<file path="config.mk">
export PLATFORM = sky130hd
export DESIGN_NAME = pid_axis_controller
export DESIGN_NICKNAME = d
export VERILOG_FILES = /design/src/sv/pidax_pkg.sv /design/src/sv/pidax_mac.sv /design/src/sv/pidax_seq.sv /design/src/sv/pid_axis_controller.sv
export SDC_FILE = /design/constraint.sdc
export NUM_CORES = 1
export LEC_CHECK = 0
export ABC_AREA = 1
export BUFFER_PORTS_ARGS = -buffer_cell sky130_fd_sc_hd__buf_4
export CORE_ASPECT_RATIO = 0.8
export CORE_MARGIN = 1.5
export CORE_UTILIZATION = 58
export CTS_BUF_LIST = sky130_fd_sc_hd__clkbuf_16
export CTS_CLUSTER_DIAMETER = 200
export DETAILED_ROUTE_END_ITERATION = 10
export HOLD_SLACK_MARGIN = 0.08
export PLACE_DENSITY = 0.75
export SYNTH_ARGS = -nofsm -noshare
export SYNTH_HDL_FRONTEND = slang
export SYNTH_SLANG_ARGS = --single-unit
</file>
<file path="constraint.sdc">
create_clock -name i_clk -period 9.7 [get_ports i_clk]
set_clock_uncertainty 0.1 [all_clocks]
set_input_delay 2.425 -clock i_clk [delete_from_list [all_inputs] [get_ports i_clk]]
set_output_delay 2.425 -clock i_clk [all_outputs]
set_load 0.005 [all_outputs]
</file>
<file path="src/sv/pidax_pkg.sv">
// shared types, constants and helpers for the pid axis controller
package pidax_pkg;

    localparam int GAIN_W    = 24;
    localparam int PER_W     = 16;
    localparam int POS_W     = 16;
    localparam int ERR_W     = POS_W + 1;
    localparam int DIF_W     = ERR_W + 1;
    localparam int INTEG_W   = 24;
    localparam int DRIVE_W   = 13;
    localparam int TIME_W    = 32;
    localparam int CFG_IDX_W = 3;

    localparam int ACC_W     = 64;
    localparam int MPLIER_W  = GAIN_W;
    localparam int MAC_STEPS = MPLIER_W / 2;
    localparam int MAC_CNT_W = $clog2(MAC_STEPS);

    localparam int MS_PER_S  = 1000;
    localparam int THR_W     = PER_W + 10;

    localparam logic signed [INTEG_W-1:0] INTEG_LIMIT     = 24'sd6553600;
    localparam logic signed [DRIVE_W-1:0] DRIVE_LIMIT     = 13'sd2560;
    localparam logic signed [ACC_W-1:0]   DRIVE_LIMIT_Q32 = 64'sd42949672960;

    localparam logic [PER_W-1:0] SAMPLE_TIME_RESET = 16'd1311;
    localparam logic [PER_W-1:0] INV_SAMPLE_RESET  = 16'd1280;

    typedef enum logic [CFG_IDX_W-1:0] {
        CFG_PROP_GAIN   = 3'd0,
        CFG_INTEG_GAIN  = 3'd1,
        CFG_DERIV_GAIN  = 3'd2,
        CFG_SAMPLE_TIME = 3'd3,
        CFG_INV_SAMPLE  = 3'd4
    } t_cfg_idx;

    typedef enum logic [3:0] {
        ST_IDLE,
        ST_CHECK,
        ST_W_INT,
        ST_INT,
        ST_W_DIF,
        ST_L_KD,
        ST_W_KD,
        ST_L_KP,
        ST_W_KP,
        ST_L_KI,
        ST_W_KI,
        ST_CLAMP,
        ST_OUT
    } t_state;

    typedef struct packed {
        logic signed [GAIN_W-1:0] prop_gain;
        logic signed [GAIN_W-1:0] integ_gain;
        logic signed [GAIN_W-1:0] deriv_gain;
        logic        [PER_W-1:0]  sample_time;
        logic        [PER_W-1:0]  inv_sample_time;
    } t_cfg;

    typedef struct packed {
        logic                start;
        logic                clear;
        logic [ACC_W-1:0]    mcand;
        logic [MPLIER_W-1:0] mplier;
    } t_mac_req;

    typedef struct packed {
        logic             done;
        logic [ACC_W-1:0] acc;
    } t_mac_rsp;

    typedef struct packed {
        logic nz;
        logic dbl;
        logic neg;
    } t_booth;

    // radix-4 booth recoding of {b[1], b[0], b[-1]}
    function automatic t_booth booth_decode(input logic [2:0] bits);
        t_booth d;
        d = '0;
        unique case (bits)
            3'b000, 3'b111: d = '0;
            3'b001, 3'b010: d.nz = 1'b1;
            3'b011: begin
                d.nz  = 1'b1;
                d.dbl = 1'b1;
            end
            3'b100: begin
                d.nz  = 1'b1;
                d.dbl = 1'b1;
                d.neg = 1'b1;
            end
            3'b101, 3'b110: begin
                d.nz  = 1'b1;
                d.neg = 1'b1;
            end
            default: d = '0;
        endcase
        return d;
    endfunction

endpackage

</file>
<file path="src/sv/pidax_mac.sv">
// digit-serial multiply-accumulate unit, two multiplier bits per cycle
module pidax_mac
    import pidax_pkg::*;
(
    input  logic     i_clk,
    input  logic     i_rst_n,
    input  t_mac_req i_req,
    output t_mac_rsp o_rsp
);

    logic                 r_busy;
    logic [MAC_CNT_W-1:0] r_cnt;
    logic [ACC_W-1:0]     r_m;
    logic [MPLIER_W-1:0]  r_q;
    logic                 r_qm;
    logic [ACC_W-1:0]     r_acc;
    logic [ACC_W-1:0]     n_acc;
    logic                 last_step;
    t_booth               digit;
    logic [ACC_W-1:0]     pp;
    logic [ACC_W-1:0]     addend;

    assign last_step = r_busy && (r_cnt == MAC_CNT_W'(MAC_STEPS - 1));

    always_comb begin
        digit  = booth_decode({r_q[1:0], r_qm});
        pp     = digit.dbl ? (r_m << 1) : r_m;
        if (!digit.nz) begin
            pp = '0;
        end
        addend = digit.neg ? ~pp : pp;
        n_acc  = r_acc + addend + ACC_W'(digit.neg);
    end

    always_ff @(posedge i_clk) begin
        if (!i_rst_n) begin
            r_busy <= 1'b0;
            r_cnt  <= '0;
        end else if (i_req.start) begin
            r_busy <= 1'b1;
            r_cnt  <= '0;
        end else if (r_busy) begin
            r_cnt <= r_cnt + 1'b1;
            if (last_step) begin
                r_busy <= 1'b0;
            end
        end
    end

    always_ff @(posedge i_clk) begin
        if (i_req.start) begin
            r_m  <= i_req.mcand;
            r_q  <= i_req.mplier;
            r_qm <= 1'b0;
            if (i_req.clear) begin
                r_acc <= '0;
            end
        end else if (r_busy) begin
            r_acc <= n_acc;
            r_m   <= r_m << 2;
            r_q   <= {{2{r_q[MPLIER_W-1]}}, r_q[MPLIER_W-1:2]};
            r_qm  <= r_q[1];
        end
    end

    assign o_rsp.done = last_step;
    assign o_rsp.acc  = r_acc;

endmodule

</file>
<file path="src/sv/pidax_seq.sv">
// control sequencer, loop state and output register of the pid controller
module pidax_seq
    import pidax_pkg::*;
(
    input  logic                      i_clk,
    input  logic                      i_rst_n,
    input  t_cfg                      i_cfg,
    input  logic                      i_in_valid,
    output logic                      o_in_stall,
    input  logic [TIME_W-1:0]         i_now_ms,
    input  logic signed [POS_W-1:0]   i_measured_pos,
    input  logic signed [POS_W-1:0]   i_target_pos,
    output t_mac_req                  o_mac_req,
    input  t_mac_rsp                  i_mac_rsp,
    output logic                      o_out_valid,
    input  logic                      i_out_stall,
    output logic signed [DRIVE_W-1:0] o_drive,
    output logic                      o_updated
);

    t_state r_state;
    t_state n_state;

    logic [TIME_W-1:0]         r_now;
    logic signed [ERR_W-1:0]   r_err;
    logic signed [INTEG_W-1:0] r_integral;
    logic signed [ERR_W-1:0]   r_prev_err;
    logic signed [DRIVE_W-1:0] r_held;
    logic [TIME_W-1:0]         r_last_ms;
    logic                      r_updated;
    logic                      r_out_valid;
    logic signed [DRIVE_W-1:0] r_out_drive;
    logic                      r_out_updated;

    logic                        accept;
    logic                        out_free;
    logic signed [ERR_W-1:0]     in_err;
    logic [TIME_W-1:0]           elapsed;
    logic [THR_W-1:0]            threshold;
    logic                        due;
    logic signed [DIF_W-1:0]     dif;
    logic signed [INTEG_W+1:0]   int_step;
    logic signed [INTEG_W+2:0]   int_sum;
    logic signed [INTEG_W-1:0]   n_integral;
    logic signed [ACC_W-1:0]     acc;
    logic signed [DRIVE_W-1:0]   n_held;

    assign accept   = i_in_valid && (r_state == ST_IDLE);
    assign out_free = !r_out_valid || !i_out_stall;
    assign in_err   = ERR_W'(i_target_pos) - ERR_W'(i_measured_pos);
    assign acc      = $signed(i_mac_rsp.acc);

    // due when elapsed * 2^16 reaches sample_time * 1000
    always_comb begin
        elapsed   = r_now - r_last_ms;
        threshold = THR_W'(i_cfg.sample_time) * THR_W'(MS_PER_S);
        due       = (|elapsed[TIME_W-1:THR_W-PER_W])
                    || ({elapsed[THR_W-PER_W-1:0], {PER_W{1'b0}}} >= threshold);
    end

    always_comb begin
        dif      = DIF_W'(r_err) - DIF_W'(r_prev_err);
        int_step = $signed(i_mac_rsp.acc[INTEG_W+9:8]);
        int_sum  = (INTEG_W + 3)'(r_integral) + (INTEG_W + 3)'(int_step);
        priority if (int_sum > (INTEG_W + 3)'(INTEG_LIMIT)) begin
            n_integral = INTEG_LIMIT;
        end else if (int_sum < -(INTEG_W + 3)'(INTEG_LIMIT)) begin
            n_integral = -INTEG_LIMIT;
        end else begin
            n_integral = int_sum[INTEG_W-1:0];
        end
    end

    always_comb begin
        priority if (acc > DRIVE_LIMIT_Q32) begin
            n_held = DRIVE_LIMIT;
        end else if (acc < -DRIVE_LIMIT_Q32) begin
            n_held = -DRIVE_LIMIT;
        end else begin
            n_held = acc[DRIVE_W+23:24];
        end
    end

    always_comb begin
        n_state = r_state;
        unique case (r_state)
            ST_IDLE:  if (i_in_valid) n_state = ST_CHECK;
            ST_CHECK: n_state = due ? ST_W_INT : ST_OUT;
            ST_W_INT: if (i_mac_rsp.done) n_state = ST_INT;
            ST_INT:   n_state = ST_W_DIF;
            ST_W_DIF: if (i_mac_rsp.done) n_state = ST_L_KD;
            ST_L_KD:  n_state = ST_W_KD;
            ST_W_KD:  if (i_mac_rsp.done) n_state = ST_L_KP;
            ST_L_KP:  n_state = ST_W_KP;
            ST_W_KP:  if (i_mac_rsp.done) n_state = ST_L_KI;
            ST_L_KI:  n_state = ST_W_KI;
            ST_W_KI:  if (i_mac_rsp.done) n_state = ST_CLAMP;
            ST_CLAMP: n_state = ST_OUT;
            ST_OUT:   if (out_free) n_state = ST_IDLE;
            default:  n_state = ST_IDLE;
        endcase
    end

    always_comb begin
        o_in_stall = (r_state != ST_IDLE);
        o_mac_req  = '0;
        unique case (r_state)
            ST_CHECK: begin
                o_mac_req.start  = due;
                o_mac_req.clear  = 1'b1;
                o_mac_req.mcand  = ACC_W'(r_err);
                o_mac_req.mplier = MPLIER_W'(i_cfg.sample_time);
            end
            ST_INT: begin
                o_mac_req.start  = 1'b1;
                o_mac_req.clear  = 1'b1;
                o_mac_req.mcand  = ACC_W'(dif);
                o_mac_req.mplier = MPLIER_W'(i_cfg.inv_sample_time);
            end
            ST_L_KD: begin
                o_mac_req.start  = 1'b1;
                o_mac_req.clear  = 1'b1;
                o_mac_req.mcand  = ACC_W'($signed(i_mac_rsp.acc[DIF_W+PER_W-1:0])) << 2;
                o_mac_req.mplier = i_cfg.deriv_gain;
            end
            ST_L_KP: begin
                o_mac_req.start  = 1'b1;
                o_mac_req.mcand  = ACC_W'(r_err) << 8;
                o_mac_req.mplier = i_cfg.prop_gain;
            end
            ST_L_KI: begin
                o_mac_req.start  = 1'b1;
                o_mac_req.mcand  = ACC_W'(r_integral);
                o_mac_req.mplier = i_cfg.integ_gain;
            end
            default: o_mac_req = '0;
        endcase
    end

    always_ff @(posedge i_clk) begin
        if (!i_rst_n) begin
            r_state     <= ST_IDLE;
            r_integral  <= '0;
            r_prev_err  <= '0;
            r_held      <= '0;
            r_last_ms   <= '0;
            r_out_valid <= 1'b0;
        end else begin
            r_state <= n_state;
            if ((r_state == ST_CHECK) && due) begin
                r_last_ms <= r_now;
            end
            if (r_state == ST_INT) begin
                r_integral <= n_integral;
            end
            if (r_state == ST_CLAMP) begin
                r_held     <= n_held;
                r_prev_err <= r_err;
            end
            if ((r_state == ST_OUT) && out_free) begin
                r_out_valid <= 1'b1;
            end else if (!i_out_stall) begin
                r_out_valid <= 1'b0;
            end
        end
    end

    always_ff @(posedge i_clk) begin
        if (accept) begin
            r_now <= i_now_ms;
            r_err <= in_err;
        end
        if (r_state == ST_CHECK) begin
            r_updated <= due;
        end
        if ((r_state == ST_OUT) && out_free) begin
            r_out_drive   <= r_held;
            r_out_updated <= r_updated;
        end
    end

    assign o_out_valid = r_out_valid;
    assign o_drive     = r_out_drive;
    assign o_updated   = r_out_updated;

endmodule

</file>
<file path="src/sv/pid_axis_controller.sv">
// single-axis pid controller with clamped integral, top level
//
// input channel: i_in_valid / o_in_stall carries a time stamp in ms, a
// measured and a target position (Q8.8). output channel: o_out_valid /
// i_out_stall carries one item per input: the drive (Q5.8, within +-10)
// and an updated flag. the user writes gains and sample periods through
// i_cfg_we / i_cfg_index / i_cfg_data only while the block is idle;
// the block itself does not enforce this. a not-yet-due item goes from
// accept through the check and output states to the output register.
// a due item runs five products through one radix-4 digit-serial
// multiply-accumulate unit, plus the integral and clamp steps.
// one item is in flight at a time; the next is accepted once the result
// sits in the output register, which holds it while the receiver stalls.
// reset (synchronous, active low) clears the integral, previous error,
// held drive and last update time and loads the default configuration.
module pid_axis_controller
    import pidax_pkg::*;
(
    input  logic                      i_clk,
    input  logic                      i_rst_n,
    input  logic                      i_cfg_we,
    input  logic [CFG_IDX_W-1:0]      i_cfg_index,
    input  logic [GAIN_W-1:0]         i_cfg_data,
    input  logic                      i_in_valid,
    output logic                      o_in_stall,
    input  logic [TIME_W-1:0]         i_now_ms,
    input  logic signed [POS_W-1:0]   i_measured_pos,
    input  logic signed [POS_W-1:0]   i_target_pos,
    output logic                      o_out_valid,
    input  logic                      i_out_stall,
    output logic signed [DRIVE_W-1:0] o_drive,
    output logic                      o_updated
);

    t_cfg     r_cfg;
    t_mac_req mac_req;
    t_mac_rsp mac_rsp;

    always_ff @(posedge i_clk) begin
        if (!i_rst_n) begin
            r_cfg.prop_gain       <= '0;
            r_cfg.integ_gain      <= '0;
            r_cfg.deriv_gain      <= '0;
            r_cfg.sample_time     <= SAMPLE_TIME_RESET;
            r_cfg.inv_sample_time <= INV_SAMPLE_RESET;
        end else if (i_cfg_we) begin
            unique case (t_cfg_idx'(i_cfg_index))
                CFG_PROP_GAIN:   r_cfg.prop_gain       <= i_cfg_data;
                CFG_INTEG_GAIN:  r_cfg.integ_gain      <= i_cfg_data;
                CFG_DERIV_GAIN:  r_cfg.deriv_gain      <= i_cfg_data;
                CFG_SAMPLE_TIME: r_cfg.sample_time     <= i_cfg_data[PER_W-1:0];
                CFG_INV_SAMPLE:  r_cfg.inv_sample_time <= i_cfg_data[PER_W-1:0];
                default: ;
            endcase
        end
    end

    pidax_seq u_seq (
        .i_clk          (i_clk),
        .i_rst_n        (i_rst_n),
        .i_cfg          (r_cfg),
        .i_in_valid     (i_in_valid),
        .o_in_stall     (o_in_stall),
        .i_now_ms       (i_now_ms),
        .i_measured_pos (i_measured_pos),
        .i_target_pos   (i_target_pos),
        .o_mac_req      (mac_req),
        .i_mac_rsp      (mac_rsp),
        .o_out_valid    (o_out_valid),
        .i_out_stall    (i_out_stall),
        .o_drive        (o_drive),
        .o_updated      (o_updated)
    );

    pidax_mac u_mac (
        .i_clk   (i_clk),
        .i_rst_n (i_rst_n),
        .i_req   (mac_req),
        .o_rsp   (mac_rsp)
    );

endmodule

</file>
Word level (Yosys, flattened, before mapping)
Cells that the tools add are included.

storage, ports and cells
  register bits after elaboration = 417
  bits of input ports = 96
  output and inout bits = 16

cells by class
  add/subtract/negate cells = 7
  multipliers = 1
  $lt $le $gt $ge = 5
  eq/ne operators = 33
  mux-type cells = 34
  bitwise logic cells = 2
  reduce and logical (&&, ||, !) cells = 28

operators by type and width
  operator                                                                number
  64-bit 2-to-1 mux                                                       8
  88-bit case mux with 5 select lines                                     1
  24-bit 2-to-1 mux                                                       3
  64-bit by 1-bit adder with 64-bit output                                1
  64-bit adder                                                            1
  64-bit by 37-bit > comparator with 1-bit output, second input constant  1
  64-bit by 37-bit < comparator with 1-bit output, second input constant  1
  64-bit inverter                                                         1
  4-bit case mux with 13 select lines                                     1
  4-bit 2-to-1 mux                                                        8
  32-bit subtractor                                                       1
  24-bit by 26-bit adder with 27-bit output                               1
  27-bit by 24-bit > comparator with 1-bit output, second input constant  1
  27-bit by 24-bit < comparator with 1-bit output, second input constant  1
  26-bit greater-or-equal comparator                                      1
  13-bit 2-to-1 mux                                                       2
  4-bit == test, second input constant                                    6
  16-bit by 7-bit multiplier with 23-bit output, second input constant    1
  23-bit 2-to-1 mux                                                       1
  22-bit OR reduction                                                     1
  17-bit by 17-bit subtractor with 18-bit output                          1
  16-bit by 16-bit subtractor with 17-bit output                          1
  4-bit by 3-bit == test with 1-bit output, second input constant         4
  3-bit == test, second input constant                                    5
  23 further kinds                                                        57

Logic depth before layout (Yosys ltp)
  depth in word-level cells = 11
  gate-level depth with buffers = 40
  depth with buffers taken out = 39

By module
From an unflattened synthesis, not the netlist that was laid out.

unflattened totals
  cell total of the unflattened synthesis = 4723
  area, all modules = 33014.2 sq um

by module, submodules not included
  module               instances  cells an instance  area each (sq um)  seq. area each (sq um)
  pidax_seq            1          2425               16375.7            3743.6
  pidax_mac            1          1703               12490.7            4684.5
  pid_axis_controller  1          595                4147.7             2082.0

Worst setup path after synthesis
OpenSTA, ideal clock, no wires.

  path type = register to register
  from = reg r_cfg[17] (netlist name)
  to = reg u_mac.r_acc[0], enable pin
  setup time = 0.507 ns
  arrival = 8.853 ns
  required time = 9.093 ns
  slack = 0.240 ns
  cell stages (with the launch flop) = 35
  buffers on the path = 1
  cell sequence = dfxtp_1 -> inv_1 -> fa_1 -> fa_1 -> fa_1 -> inv_1 -> fa_1 -> ha_1 -> a21oi_1 -> nand2_1 -> nand2_1 -> nand3_1 -> nand2_1 -> nand2_1 -> a21oi_1 -> o21ai_0 -> a21oi_1 -> nor2_1 -> nor2_1 -> xnor2_1 -> ha_1 -> nand2_1 -> nor2_1 -> nand4_1 -> or2_2 -> nor2_1 -> nor2_1 -> nand2_1 -> nor2_1 -> nand2_1 -> nand2_4 -> nand2_4 -> inv_2 -> buf_2 -> a21oi_1

between the ends
  longest elaborated chain between the ends = 6
  elaborated cells between the ends (all ways) = 7

RTL lines
  item                                                                                 line                       RTL
  from (decl)                                                                          pid_axis_controller.sv:35  t_cfg r_cfg;
  16-bit by 7-bit multiplier with 23-bit output *                                      pidax_seq.sv:56            threshold = THR_W'(i_cfg.sample_time) * THR_W'(MS_PER_S);
  26-bit greater-or-equal comparator *                                                 pidax_seq.sv:58            || ({elapsed[THR_W-PER_W-1:0], {PER_W{1'b0}}} >= threshold);
  1-bit logical OR *                                                                   pidax_seq.sv:58
  1-bit case mux with 2 select lines *                                                 pidax_seq.sv:107           unique case (r_state)
  2-bit inequality test (no source line) / 2-bit nonzero test (equally long branches)  --
  2-bit AND reduction (no source line) *                                               --
  to (signal assigned)                                                                 pidax_mac.sv:59            r_acc <= n_acc;
  to (decl)                                                                            pidax_mac.sv:16            logic [ACC_W-1:0] r_acc;

Every way passes the cells marked *; elsewhere a longest branch is shown, timed or not.
A chain may end at the register's enable or synchronous reset.

Worst setup path in the final report
  from = reg r_cfg[17] (netlist name)
  to = reg u_mac.r_q[20], enable pin

between the ends
  longest elaborated chain between the ends = 5

RTL lines
  item                                           line              RTL
  16-bit by 7-bit multiplier with 23-bit output  pidax_seq.sv:56
  26-bit greater-or-equal comparator             pidax_seq.sv:58
  1-bit logical OR                               pidax_seq.sv:58
  1-bit case mux with 2 select lines             pidax_seq.sv:107
  2-bit nonzero test (no source line)            --
  to (signal assigned)                           pidax_mac.sv:53   r_q <= i_req.mplier;
  to (signal assigned)                           pidax_mac.sv:61   r_q <= {{2{r_q[MPLIER_W-1]}}, r_q[MPLIER_W-1:2]};
  to (decl)                                      pidax_mac.sv:14   logic [MPLIER_W-1:0] r_q;

No other way between the ends.

==> flow_summary.yaml <==
place:
  dp_hpwl_um: 73200
  port_buffers: 111
  place_inst: 5003
  gp_congestion: 1.02
logic_synthesis:
  ys_seq_area_share_pct: 33.9
  synth.distinct_cells: 51
  synth-simple-area-share_pct: 24.0
  synth_mux_area_share_pct: 0.0323
  synth_top_family_by_area: "simple AND/OR/NAND/NOR gates"
  synthAdderAreaFrac_pct: 12.5
  synth_compound_area_share_pct: 16.1
  synth_area_leaders: "edfxtp_1, dfxtp_1, nand2_1"
  synth_flop_cell: "edfxtp_1"
  synth_top_area_share_pct: 20.9
  syn_inst: 4295
  synthArstFlopShare_pct: 0
  synth.largest_area_cell: "edfxtp_1"
  synth-xor-area-share_pct: 4.21
  ys_seq_elements: 417
  synth_edf_count: 216
  yosys_warnings: 0
  synth_area_um2: 31000
  syn_avg_cell_area_um2: 7.21
  synth_fp_nets: 4666
cts:
  cts_resized: 0
  path_clk_slew_ns: 0.06
  clk_latency_ns: 0.61
  clockBufferDepth: 3
  cts_tree: "built"
  cts_inserted_buffers: 44
  cts_max_level: 2
  cts_setup_buffers: 0
  ctsHoldBuffers: 0
  cts_sinks: 417
  root_buffer: "clkbuf_16"
worst_setup_path:
  start_kind: "flip-flop"
  worst_r2r_startpoint: "r_cfg[17]"
  crit_fanout: 49
  slowest_delay_ns: 0.58
  crit_slowest_cell: "fa_1"
  crit_type: "reg -> reg"
  required_ns: 9.88
  cp.arrival_ns: 8.27
  r2r_setup_slack_ns: 1.61
  reg2regPathDepth: 34
  critical_path.endpoint_type: "flip-flop"
  crit_top_cell: "nand2_1"
  r2r_end: "u_mac.r_q[20]"
grt:
  grt_pass1_wl_um: 150000
  grt_max_degree: 88
  use_met3_pct: 11.4
  met1_usage_pct: 57.1
  globalRouteMet2Util_pct: 43.5
  grt_busiest_layer: "met1"
  antenna_found_initial: 0
  overflow: 0
  grt_pass1_vias: 26500
  grt_usage_pct: 34.9
floorplanning:
  rows: 75
  initial_core_util_pct: 58.9
  pin_count: 112
  fp.dieH_um: 210
  core_um2: 52600
  die_area_um2: 54800
  die_x_um: 261
timing:
  max_freq_mhz: 124
  finalSetupTns_ns: 0
  hold_viol: 0
  slew_headroom_pct: 10.2
  setup_viol: 0
  period_share_pct: 83.4
  finalWorstPathRequiredPeriod_ns: 8.09
  slew_violations: 0
  rsz0062_at_grt: "no"
  tightest_slew_ns: 1.33
layout:
  final_cell_mix: "nand2_1, inv_1, nor2_1, a21oi_1, o21ai_0"
  final_layout_size_suffix_gt1_share_pct: 6.04
  layout_commonest_cell: "nand2_1"
  nets: 4727
  area_delta_synth_final_pct: 9.43
  instances_no_fill: 5084
  antenna_cells: 0
  n_fill_cell: 4828
drt:
  drcViolationCount: 0
  drt_first_pass_iters: 6
  vias_per_cell: 5.82
  drtIter0Drc: 3810
  num_vias: 29600
  wl_per_cell_um: 18.8
  antenna_left: 0
  wl_um: 95800
worst_hold_path:
  hp-class: "reg -> reg"
  hold_end: "u_seq.o_updated"
  min_path_cells: 0
  hold_path_startpoint: "u_seq.r_updated"
job:
  drv_cap: 0
run_status:
  status: "finished, final reports clean"
per-stage QoR:
stage,utilization [%],instance area [µm²],hold slack (ns),setup WS (ns)
floorplan,-,31000,0.300,0.240
global placement,61.7,32400,0.302,1.79
detailed placement,61.7,32400,0.306,1.63
CTS,64.5,33900,0.320,1.60
global route,64.5,33900,0.332,0.933
finish,64.5,33900,0.318,1.61
critical path, delay by kind of cell, from the launching register on:
family | cells | cell delay [ns]
AO/OA/AOI/OAI | 4 | 0.80
adder cells (fa/ha/maj) | 6 | 2.69
flip-flops | 1 | 0.44
AND/OR/NAND/NOR | 18 | 2.69
XOR/XNOR | 1 | 0.09
buffers and inverters | 5 | 0.90
synthesized netlist by cell type, types with 14 or more instances:
| master | instances |
|---|---|
| nand2_1 | 907 |
| inv_1 | 603 |
| nor2_1 | 580 |
| a21oi_1 | 335 |
| o21ai_0 | 314 |
| edfxtp_1 | 216 |
| ha_1 | 216 |
| dfxtp_1 | 201 |
| nand3_1 | 160 |
| xor2_1 | 122 |
| clkbuf_1 | 92 |
| nand4_1 | 68 |
| o22ai_1 | 63 |
| fa_1 | 59 |
| o21ai_1 | 55 |
| nor3_1 | 30 |
| xnor2_1 | 27 |
| nor4_1 | 23 |
| a221oi_1 | 22 |
| a21boi_0 | 18 |
| a31oi_1 | 16 |
| or2_2 | 16 |
| a21o_1 | 15 |
| buf_2 | 15 |
| o21bai_1 | 14 |
worst max-delay path by stage:
stage,from,endpoint,slack (ns)
5_1_grt,r_cfg[17],u_mac.r_q[20],0.93
6_report,r_cfg[17],u_mac.r_q[20],1.61
3_3_place_gp,r_cfg[17],u_mac.r_q[19],1.79
4_1_cts,r_cfg[17],u_mac.r_q[8],1.60
2_1_floorplan,r_cfg[17],u_mac.r_acc[0],0.24
3_5_place_dp,r_cfg[17],u_mac.r_q[22],1.63
flip-flops by register name, summed over array words and instances (netlist names), 4 cells and up:
signal and count:
r_cfg 104, u_mac.r_acc 64, u_mac.r_m 64, u_seq.r_last_ms 32
u_seq.r_now 32, u_mac.r_q 24, u_seq.r_integral 24, u_seq.r_err 17
u_seq.r_prev_err 17, u_seq.o_drive 13, u_seq.r_held 13, u_mac.r_cnt 4
u_seq.r_state 4
cell type report:
type                    count  area (µm²)  share of cell area (%)
clock buffers              44        1100                    3.25
clock inverters            37         373                    1.10
inverters                 612        2300                    6.78
multi-input cells        3143       17700                    52.2
flip-flops and latches    417       10500                    31.0
well taps                 693         867                    2.56
repair buffers            138        1040                    3.06
cell families after synthesis:
| family | after synthesis |
|---|---|
| simple gates | 1815 |
| compound gates | 903 |
| buf+inv | 735 |
| flops | 417 |
| fa+ha+maj | 275 |
| xor+xnor | 149 |
| mux | 1 |
per-layer routing:
metal / part of all wire (%) / vias to the layer above
li1: - / 14300
met1: 48 / 13600
met2: 36 / 1570
met3: 15 / 90
met4: 1.3 / 0
met5: 0 / -
Power is not shown: default switching activity piles up to over one toggle a cycle in this logic, so the estimate is an artifact.
